--- src/fmp_pkg.sv ---
`default_nettype none
package fmp_pkg;

  // Width of the modulus exponent field
  localparam int MOD_FIELD_W = 5;

  // Multiplier digit: bits of the multiplier consumed per cycle
  localparam int DIGIT_W = 4;

endpackage
`default_nettype wire

--- src/fmp_mul.sv ---
`default_nettype none
module fmp_mul #(
  parameter int WIDTH = 31
) (
  input  wire logic             clk,
  input  wire logic             load,
  input  wire logic [WIDTH-1:0] x,
  input  wire logic [WIDTH-1:0] y,
  output logic      [WIDTH-1:0] prod
);
  import fmp_pkg::*;

  localparam int NUM_DIGITS = (WIDTH + DIGIT_W - 1) / DIGIT_W;
  localparam int Y_W        = NUM_DIGITS * DIGIT_W;

  logic [WIDTH-1:0]         x_r, x_nxt;
  logic [Y_W-1:0]           y_r, y_nxt;
  logic [WIDTH-1:0]         p_r, p_nxt;
  logic [WIDTH+DIGIT_W-1:0] part;

  // Multiply the shifted multiplicand by the lowest multiplier digit
  assign part = {{DIGIT_W{1'b0}}, x_r} * {{WIDTH{1'b0}}, y_r[DIGIT_W-1:0]};

  // Load operands, or accumulate one digit and advance both shifters
  always_comb begin
    if (load) begin
      x_nxt = x;
      y_nxt = Y_W'(y);
      p_nxt = '0;
    end else begin
      x_nxt = x_r << DIGIT_W;
      y_nxt = y_r >> DIGIT_W;
      p_nxt = p_r + part[WIDTH-1:0];
    end
  end

  always_ff @(posedge clk) begin
    x_r <= x_nxt;
    y_r <= y_nxt;
    p_r <= p_nxt;
  end

  assign prod = p_r;

endmodule
`default_nettype wire

--- src/fibonacci_mod_pow2_top.sv ---
// Fibonacci number modulo a power of two.
// Input channel (in_valid/in_ready) carries an index n and an exponent m;
// the result channel (out_valid/out_ready) returns F(n) mod 2^m, with
// F(0)=0, F(1)=1, and 0 when m is 0. An exponent above MOD_BITS_MAX
// saturates to MOD_BITS_MAX.
// The index is walked bit by bit from the top with fast doubling on the
// pair (F(k+1), F(k)). Each round runs three digit-serial multipliers in
// parallel, DIGIT_W multiplier bits per cycle, in the states S_LOAD, S_MUL
// and S_UPD, one round per index bit; S_FIN then posts the result. One
// item is in work at a time, so a new item is accepted only once the last
// one has left S_FIN; the multiplier round loop sets the rate.
// The result sits in an output register, so the next item is accepted
// while an earlier result waits for out_ready. If the receiver stalls and
// a second result is finished, the block holds it and stops accepting.
// Reset (rst_n low, synchronous) drops any item in work and any result
// not yet taken; the block then waits for input.
`default_nettype none
module fibonacci_mod_pow2_top #(
  parameter int INDEX_BITS   = 31,
  parameter int MOD_BITS_MAX = 31
) (
  input  wire logic                    clk,
  input  wire logic                    rst_n,
  input  wire logic                    in_valid,
  output logic                         in_ready,
  input  wire logic [INDEX_BITS-1:0]   in_fib_index,
  input  wire logic [4:0]              in_mod_bits,
  output logic                         out_valid,
  input  wire logic                    out_ready,
  output logic      [MOD_BITS_MAX-1:0] out_fib_value
);
  import fmp_pkg::*;

  localparam int W          = MOD_BITS_MAX;
  localparam int NUM_DIGITS = (W + DIGIT_W - 1) / DIGIT_W;
  localparam int DIG_CNT_W  = (NUM_DIGITS > 1) ? $clog2(NUM_DIGITS) : 1;
  localparam int BIT_CNT_W  = $clog2(INDEX_BITS);

  typedef enum logic [4:0] {
    S_IDLE = 5'b00001,
    S_LOAD = 5'b00010,
    S_MUL  = 5'b00100,
    S_UPD  = 5'b01000,
    S_FIN  = 5'b10000
  } state_t;

  state_t                 state_r, state_nxt;
  logic [INDEX_BITS-1:0]  e_r, e_nxt;
  logic [BIT_CNT_W-1:0]   bit_cnt_r, bit_cnt_nxt;
  logic [DIG_CNT_W-1:0]   dig_cnt_r, dig_cnt_nxt;
  logic [MOD_FIELD_W-1:0] m_r, m_nxt;
  logic                   zero_r, zero_nxt;
  logic [W-1:0]           a_r, a_nxt;
  logic [W-1:0]           b_r, b_nxt;
  logic                   out_valid_r, out_valid_nxt;
  logic [W-1:0]           out_val_r, out_val_nxt;

  logic                   accept;
  logic                   mul_load;
  logic [W-1:0]           two_a_minus_b;
  logic [W-1:0]           p_cross, p_aa, p_bb;
  logic [W-1:0]           f_even, f_odd;
  logic [W-1:0]           mask;
  logic                   out_free;

  assign in_ready  = (state_r == S_IDLE);
  assign accept    = in_valid && in_ready;
  assign out_valid = out_valid_r;
  assign out_fib_value = out_val_r;
  assign out_free  = !out_valid_r || out_ready;
  assign mul_load  = (state_r == S_LOAD);

  // F(2k) = F(k) * (2F(k+1) - F(k)), F(2k+1) = F(k+1)^2 + F(k)^2
  assign two_a_minus_b = (a_r << 1) - b_r;

  fmp_mul #(.WIDTH(W)) u_mul_cross (
    .clk(clk), .load(mul_load), .x(b_r), .y(two_a_minus_b), .prod(p_cross)
  );
  fmp_mul #(.WIDTH(W)) u_mul_aa (
    .clk(clk), .load(mul_load), .x(a_r), .y(a_r), .prod(p_aa)
  );
  fmp_mul #(.WIDTH(W)) u_mul_bb (
    .clk(clk), .load(mul_load), .x(b_r), .y(b_r), .prod(p_bb)
  );

  assign f_even = p_cross;
  assign f_odd  = p_aa + p_bb;

  // Keep the low m bits of the result
  always_comb begin
    for (int i = 0; i < W; i++) begin
      mask[i] = (i < int'(m_r));
    end
  end

  // Sequence the rounds over the index bits
  always_comb begin
    state_nxt     = state_r;
    e_nxt         = e_r;
    bit_cnt_nxt   = bit_cnt_r;
    dig_cnt_nxt   = dig_cnt_r;
    m_nxt         = m_r;
    zero_nxt      = zero_r;
    a_nxt         = a_r;
    b_nxt         = b_r;
    out_valid_nxt = out_valid_r;
    out_val_nxt   = out_val_r;

    // Drop the result once taken
    if (out_valid_r && out_ready) begin
      out_valid_nxt = 1'b0;
    end

    case (state_r)
      S_IDLE: begin
        if (accept) begin
          e_nxt       = in_fib_index - INDEX_BITS'(1);
          zero_nxt    = (in_fib_index == '0);
          m_nxt       = (in_mod_bits > MOD_FIELD_W'(MOD_BITS_MAX)) ?
                        MOD_FIELD_W'(MOD_BITS_MAX) : in_mod_bits;
          a_nxt       = W'(1);
          b_nxt       = '0;
          bit_cnt_nxt = BIT_CNT_W'(INDEX_BITS - 1);
          state_nxt   = S_LOAD;
        end
      end
      S_LOAD: begin
        dig_cnt_nxt = '0;
        state_nxt   = S_MUL;
      end
      S_MUL: begin
        dig_cnt_nxt = dig_cnt_r + DIG_CNT_W'(1);
        if (dig_cnt_r == DIG_CNT_W'(NUM_DIGITS - 1)) begin
          state_nxt = S_UPD;
        end
      end
      S_UPD: begin
        // Double, then step once more if the index bit is set
        if (e_r[INDEX_BITS-1]) begin
          a_nxt = f_even + f_odd;
          b_nxt = f_odd;
        end else begin
          a_nxt = f_odd;
          b_nxt = f_even;
        end
        e_nxt = e_r << 1;
        if (bit_cnt_r == '0) begin
          state_nxt = S_FIN;
        end else begin
          bit_cnt_nxt = bit_cnt_r - BIT_CNT_W'(1);
          state_nxt   = S_LOAD;
        end
      end
      S_FIN: begin
        // Hold the finished value until the output register frees up
        if (out_free) begin
          out_valid_nxt = 1'b1;
          out_val_nxt   = zero_r ? '0 : (a_r & mask);
          state_nxt     = S_IDLE;
        end
      end
      default: begin
        state_nxt = S_IDLE;
      end
    endcase
  end

  always_ff @(posedge clk) begin
    if (!rst_n) begin
      state_r     <= S_IDLE;
      out_valid_r <= 1'b0;
    end else begin
      state_r     <= state_nxt;
      out_valid_r <= out_valid_nxt;
    end
  end

  always_ff @(posedge clk) begin
    e_r       <= e_nxt;
    bit_cnt_r <= bit_cnt_nxt;
    dig_cnt_r <= dig_cnt_nxt;
    m_r       <= m_nxt;
    zero_r    <= zero_nxt;
    a_r       <= a_nxt;
    b_r       <= b_nxt;
    out_val_r <= out_val_nxt;
  end

endmodule
`default_nettype wire

--- config.mk ---
export PLATFORM = sky130hd
export DESIGN_NAME = fibonacci_mod_pow2_top
export DESIGN_NICKNAME = d
export VERILOG_FILES = /design/src/fmp_pkg.sv /design/src/fmp_mul.sv /design/src/fibonacci_mod_pow2_top.sv
export SDC_FILE = /design/constraint.sdc
export NUM_CORES = 2
export LEC_CHECK = 0
export ABC_AREA = 0
export BUFFER_PORTS_ARGS = -buffer_cell sky130_fd_sc_hd__buf_2
export CAP_MARGIN = 20
export CORE_MARGIN = 2
export CORE_UTILIZATION = 40
export CTS_CLUSTER_DIAMETER = 50
export CTS_CLUSTER_SIZE = 40
export DETAILED_ROUTE_END_ITERATION = 8
export GPL_ROUTABILITY_DRIVEN = 1
export SYNTH_ARGS = -nofsm -noshare
export SYNTH_HDL_FRONTEND = slang
export SYNTH_SLANG_ARGS = --single-unit
--- constraint.sdc ---
create_clock -name clk -period 5.9 [get_ports clk]
set_input_delay 1.18 -clock clk [delete_from_list [all_inputs] [get_ports clk]]
set_output_delay 1.18 -clock clk [all_outputs]
set_load 0.01 [all_outputs]
* Yosys cells after proc, flatten, opt, wreduce, memory -nomap -nowiden
Index checks and enable logic that the tools add are counted.
Storage, ports and cells: output and inout bits 33, bits in registers 422, input port bits 40, logic and storage cells 118
Operators by class: add/sub/neg operators 9, bitwise operators 1, multipliers 3, $lt $le $gt $ge 32, equal/unequal tests 10, muxes and demuxes 26, reductions and logical operators 13
Operators with widths (number):
- $mux 31 | 8
- $pmux 31 s2 | 3
- $add 31x31->31 | 5
- $mul 31x4->31 | 3
- $mux 28 | 3
- $lt 5x5->1 const A | 15
- $lt 4x5->1 const A | 8
- $and 31x31->31 | 1
- $logic_not 31->1 | 1
- $sub 31x1->31 const B | 1
- $sub 31x31->31 | 1
- $mux 5 | 6
- $pmux 5 s5 | 1
- $lt 3x5->1 const A | 4
- $lt 1x5->1 const A | 2
- $lt 2x5->1 const A | 2
- $pmux 5 s2 | 1
- $ne 2x2->1 const B | 3
- $pmux 3 s2 | 1
- $reduce_and 2->1 | 3
- $reduce_and 3->1 | 2
- $eq 5x1->1 const B | 1
- $eq 5x2->1 const B | 1
- $eq 5x3->1 const B | 1
- other kinds (13) | 17

* Depth between registers and ports, before layout
depth after elaboration 4, depth in mapped cells 23, depth with buffers taken out 22

* Modules after synthesis
A second synthesis with hierarchy kept.
Second synthesis, totals: cell total of the unflattened synthesis 3656, area total of the unflattened synthesis 33991.4 sq um
Modules (own cells, without submodules):
- fmp_mul at u_mul_aa ... | times used 2, area an instance 7714.9 sq um, seq. area each 1861.8 sq um, cells an instance 834
- fibonacci_mod_pow2_top | times used 1, area an instance 11327.1 sq um, seq. area each 4264.1 sq um, cells an instance 1227
- fmp_mul at u_mul_cross | times used 1, area an instance 7234.4 sq um, seq. area each 1861.8 sq um, cells an instance 761

* Least setup slack after synthesis
OpenSTA, ideal clock, no wires.
path kind reg2reg, from reg u_mul_aa.p_r[10], in the netlist u_mul_aa.prod[10], to reg a_r[30] (data pin), clock period less this slack 4.629 ns, data arrival time 4.359 ns, library setup time 0.270 ns, setup slack 1.271 ns, path buffers 1, stages on the path, launching flop included 24, path through dfxtp_1 -> ha_1 -> a21oi_1 -> o221ai_1 -> a21o_1 -> or3b_1 -> o221a_2 -> a31oi_1 -> nand2b_1 -> a21oi_1 -> xor2_1 -> inv_1 -> ha_1 -> clkbuf_1 -> a21o_1 -> a21o_1 -> a21oi_1 -> o21ai_0 -> a31oi_1 -> o21ai_1 -> a211oi_1 -> xnor2_1 -> and3_1 -> nor3_1
On the way: longest elaborated chain between the ends 4
Ends and longest elaborated chain:
- from (decl) | RTL line fmp_mul.sv:18 | logic [WIDTH-1:0] p_r, p_nxt;
- from (signal assigned) | RTL line fmp_mul.sv:40 | p_r <= p_nxt;
- $add 31x31->31 * | RTL line fibonacci_mod_pow2_top.sv:87 | assign f_odd = p_aa + p_bb;
- $add 31x31->31 | RTL line fibonacci_mod_pow2_top.sv:140 | a_nxt = f_even + f_odd;
- $mux 31 * | RTL line fibonacci_mod_pow2_top.sv:139 | if (e_r[INDEX_BITS-1]) begin
- $pmux 31 s2 * | RTL line fibonacci_mod_pow2_top.sv:114 | case (state_r)
- to (signal assigned) | RTL line fibonacci_mod_pow2_top.sv:184 | a_r <= a_nxt;
- to (decl) | RTL line fibonacci_mod_pow2_top.sv:53 | logic [W-1:0] a_r, a_nxt;
Mark *: on every way between the ends. The rest lies on a longest branch, timed or not. A chain may end at the register's enable or synchronous reset.

* Worst setup path in the final report
from reg u_mul_bb.y_r[2], to reg u_mul_bb.p_r[29], in the netlist u_mul_bb.prod[29]
On the way: longest elaborated chain between the ends 2
Ends and longest elaborated chain:
- from (decl) | RTL line fmp_mul.sv:17 | logic [Y_W-1:0] y_r, y_nxt;
- from (signal assigned) | RTL line fmp_mul.sv:39 | y_r <= y_nxt;
- $mul 31x4->31 | RTL line fmp_mul.sv:22 | assign part = {{DIGIT_W{1'b0}}, x_r} * {{WIDTH{1'b0}}, y_r[DIGIT_W-1:0]};
- $add 31x31->31 | RTL line fmp_mul.sv:33 | p_nxt = p_r + part[WIDTH-1:0];
- to (signal assigned) | RTL line fmp_mul.sv:40
- to (decl) | RTL line fmp_mul.sv:18
No other way between the ends.

==> impl_metrics.env <==
export IMPL_peakVddDrop_mv=0.425
export IMPL_fmax_ghz=0.184
export IMPL_cts_sinks=392
export IMPL_setup_tns_ns=0
export IMPL_cp_end_kind="register"
export IMPL_grt_util_all_layers_pct=21.3
export IMPL_syn_area_per_cell_sq_um=8.83
export IMPL_drc=0
export IMPL_gr_total_overflow=0
export IMPL_outcome="complete, no violations"
export IMPL_num_vias=23657
export IMPL_cts_root_buf="clkbuf_16"
export IMPL_avgViaCountPerCell=5.12
export IMPL_row_count=102
export IMPL_hold_path_end="u_mul_cross.y_r[14]"
export IMPL_cts_buffer_depth=3
export IMPL_r2r_setup_slack_ns=0.48
export IMPL_cts_tree="built"
export IMPL_synth_edf_count=138
export IMPL_ys_types=72
export IMPL_worst_pin_slew_ns=1.02
export IMPL_wl_mm=83.1
export IMPL_start_kind="register"
export IMPL_die_x_um=282
export IMPL_ant_nets=0
export IMPL_critPathMaxFanout=29
export IMPL_criticalPathCategory="register to register"
export IMPL_synth_seq_cells=392
export IMPL_finalHoldViolCount=0
export IMPL_die_h_um=282
export IMPL_leakagePower_nw=16.4
export IMPL_min_period_ns=5.42
export IMPL_p_per_area_nw_per_um2=558
export IMPL_stdcell_area_sq_um=34300
export IMPL_arrival_ns=5.91
export IMPL_syn_to_final_growth_pct=10.6
export IMPL_min_path_type="register to register"
export IMPL_post_place_cells=4524
export IMPL_synthesis_area_sq_um=31000
export IMPL_clk_pin_slew_ns=0.08
export IMPL_finClkSkew_ns=0.0431
export IMPL_synth_top_cell_area_share_pct=16.4
export IMPL_firstDrtPassIters=7
export IMPL_synth_top_cells_by_area="dfxtp_1 (16%), fa_1 (16%), edfxtp_1 (13%)"
export IMPL_yosysTopAreaCell="dfxtp_1"
export IMPL_hpwlAfterDp_mm=65.6
export IMPL_drv_slew=0
export IMPL_die_area_sq_um=79700
export IMPL_cap_violations=0
export IMPL_power_total_w=0.0191
export IMPL_relSlewSlack_pct=30.6
export IMPL_grt_setup_unrepaired="no"
export IMPL_finalSetupViolations=0
export IMPL_h_tree_depth=2
export IMPL_yosysWarnings=0
export IMPL_io_pins=73
export IMPL_grt_pass1_vias=23354
export IMPL_grtUsageMet2_pct=35.3
export IMPL_cts_buffers=51
export IMPL_place_congestion=0.896
export IMPL_insertion_delay_ns=0.63
export IMPL_netlist_instances=3509
export IMPL_busiest_layer="met2"
export IMPL_crit_required_ns=6.38
export IMPL_grtUsageMet3_pct=2.37
export IMPL_seq_area_frac_synth_pct=29.8
export IMPL_antenna_found_initial=6
export IMPL_first_iter_violations=1394
export IMPL_whs_path_depth=2
export IMPL_nets=4029
export IMPL_r2r_end="u_mul_bb.prod[29]"
export IMPL_dpl_cell_area_sq_um=32400
export IMPL_synthFlopType="dfxtp_1"
export IMPL_r2r_start="u_mul_bb.y_r[2]"
export IMPL_initial_utilization_pct=40.2
export IMPL_synthArstFlopShare_pct=0
export IMPL_synthesis_nets=4001
export IMPL_fin_cells=4620
export IMPL_worstHoldStart="u_mul_cross.y_r[18]"
export IMPL_port_buffers=72
export IMPL_grt_start_max_net_pins=87
export IMPL_use_met1_pct=28.9
export IMPL_min_period_over_period_pct=91.9
export IMPL_reg2reg_depth=17
export IMPL_drive_gt1_share_pct=6.23
export IMPL_coreArea_sq_um=77100
export IMPL_n_antenna_cell=0
export IMPL_wl_per_cell_um=18.0
export IMPL_grt_first_pass_wirelength_mm=131
-- stage by stage --
step,util [%],hold slack (ns),setup slack [ns]
final,44.5,0.417,0.477
after global routing,44.5,0.425,0.0553
after CTS,44.5,0.413,0.528
after detailed placement,42.1,0.410,0.570
after global placement,42.1,0.403,0.623
after floorplan,-,0.399,1.27
-- kinds of logic (layout without fill, tap and decap cells) --
group | after synthesis | count (layout) | share of synthesized area, %
buf+inv | 583 | 654 | 7.09
mux | 33 | 33 | 1.07
compound gates | 633 | 633 | 13.0
xor+xnor | 187 | 187 | 5.29
simple gates | 1229 | 1229 | 19.4
flops | 392 | 392 | 29.8
fa+ha+maj | 452 | 452 | 24.4
-- synth_stat cells, types with 111 or more instances --
library cell,number
nand2_1,463
inv_1,461
and2_1,311
dfxtp_1,254
fa_1,252
nor2_1,216
ha_1,200
a21oi_1,174
edfxtp_1,138
xnor2_1,130
o21ai_0,127
clkbuf_1,114
a21o_1,111
-- layer usage --
layer,vias to the layer above,share of wire (%)
li1,11555,-
met1,11465,46
met2,516,47
met3,121,4.1
met4,0,3.4
met5,-,0
-- worst max-delay path, cell delays in order, from the launching register on --
cell	delay, ns
dfxtp_1	0.90
and2_1	0.25
fa_1	0.44
fa_1	0.49
inv_1	0.05
fa_1	0.47
inv_1	0.04
ha_1	0.31
inv_1	0.06
o21ai_0	0.20
a21oi_1	0.18
o211a_1	0.29
o21ai_0	0.49
nor4_1	0.12
o31ai_1	0.61
a221oi_1	0.19
xor2_1	0.17
nor2_1	0.05
-- cells in the final DEF (no fill, tap or decap), types with 17 or more instances in the layout --
master,instances
nand2_1,462
inv_1,461
and2_1,311
dfxtp_1,254
fa_1,252
nor2_1,216
ha_1,200
a21oi_1,174
edfxtp_1,138
xnor2_1,130
o21ai_0,127
a21o_1,111
buf_2,72
xor2_1,57
clkbuf_16,54
nor3_1,46
nand3_1,33
o21bai_1,31
mux2i_1,31
a211oi_1,28
o21a_1,24
and3_1,23
buf_4,23
nand2b_1,22
a31oi_1,19
o211ai_1,17
-- worst max path at each step --
stage	slack, ns	end	from	cells past startpoint
global route	0.06	a_r[29]	u_mul_aa.prod[0]	21
global placement	0.62	u_mul_bb.prod[29]	u_mul_bb.y_r[2]	17
finish	0.48	u_mul_bb.prod[29]	u_mul_bb.y_r[2]	17
floorplan	1.27	a_r[30]	u_mul_aa.prod[10]	23
CTS	0.53	a_r[29]	u_mul_aa.prod[0]	21
detailed placement	0.57	a_r[29]	u_mul_aa.prod[0]	21
-- timing repair --
action                                 in CTS  in global routing
setup buffers                               0                  0
gates resized for setup                     0                  1
hold buffers                                0                  0
endpoints found under the hold margin       0                  0
setup endpoints to repair                   0                  1
-- cell type report --
| class | count | area, sq um |
|---|---|---|
| Sequential cell | 392 | 9230 |
| Timing Repair Buffer | 96 | 553 |
| Multi-Input combinational cell | 2534 | 19600 |
| Fill cell | 7633 | 42800 |
| Tap cell | 1040 | 1300 |
| Inverter | 462 | 1730 |
| Clock inverter | 40 | 483 |
| Clock buffer | 56 | 1360 |
-- report_power, final --
group	switching, W	internal [W]
clock network	0.00148	0.00186
registers	0.00114	0.00377
logic	0.00656	0.00433
Power figures use the tool's default switching activity.
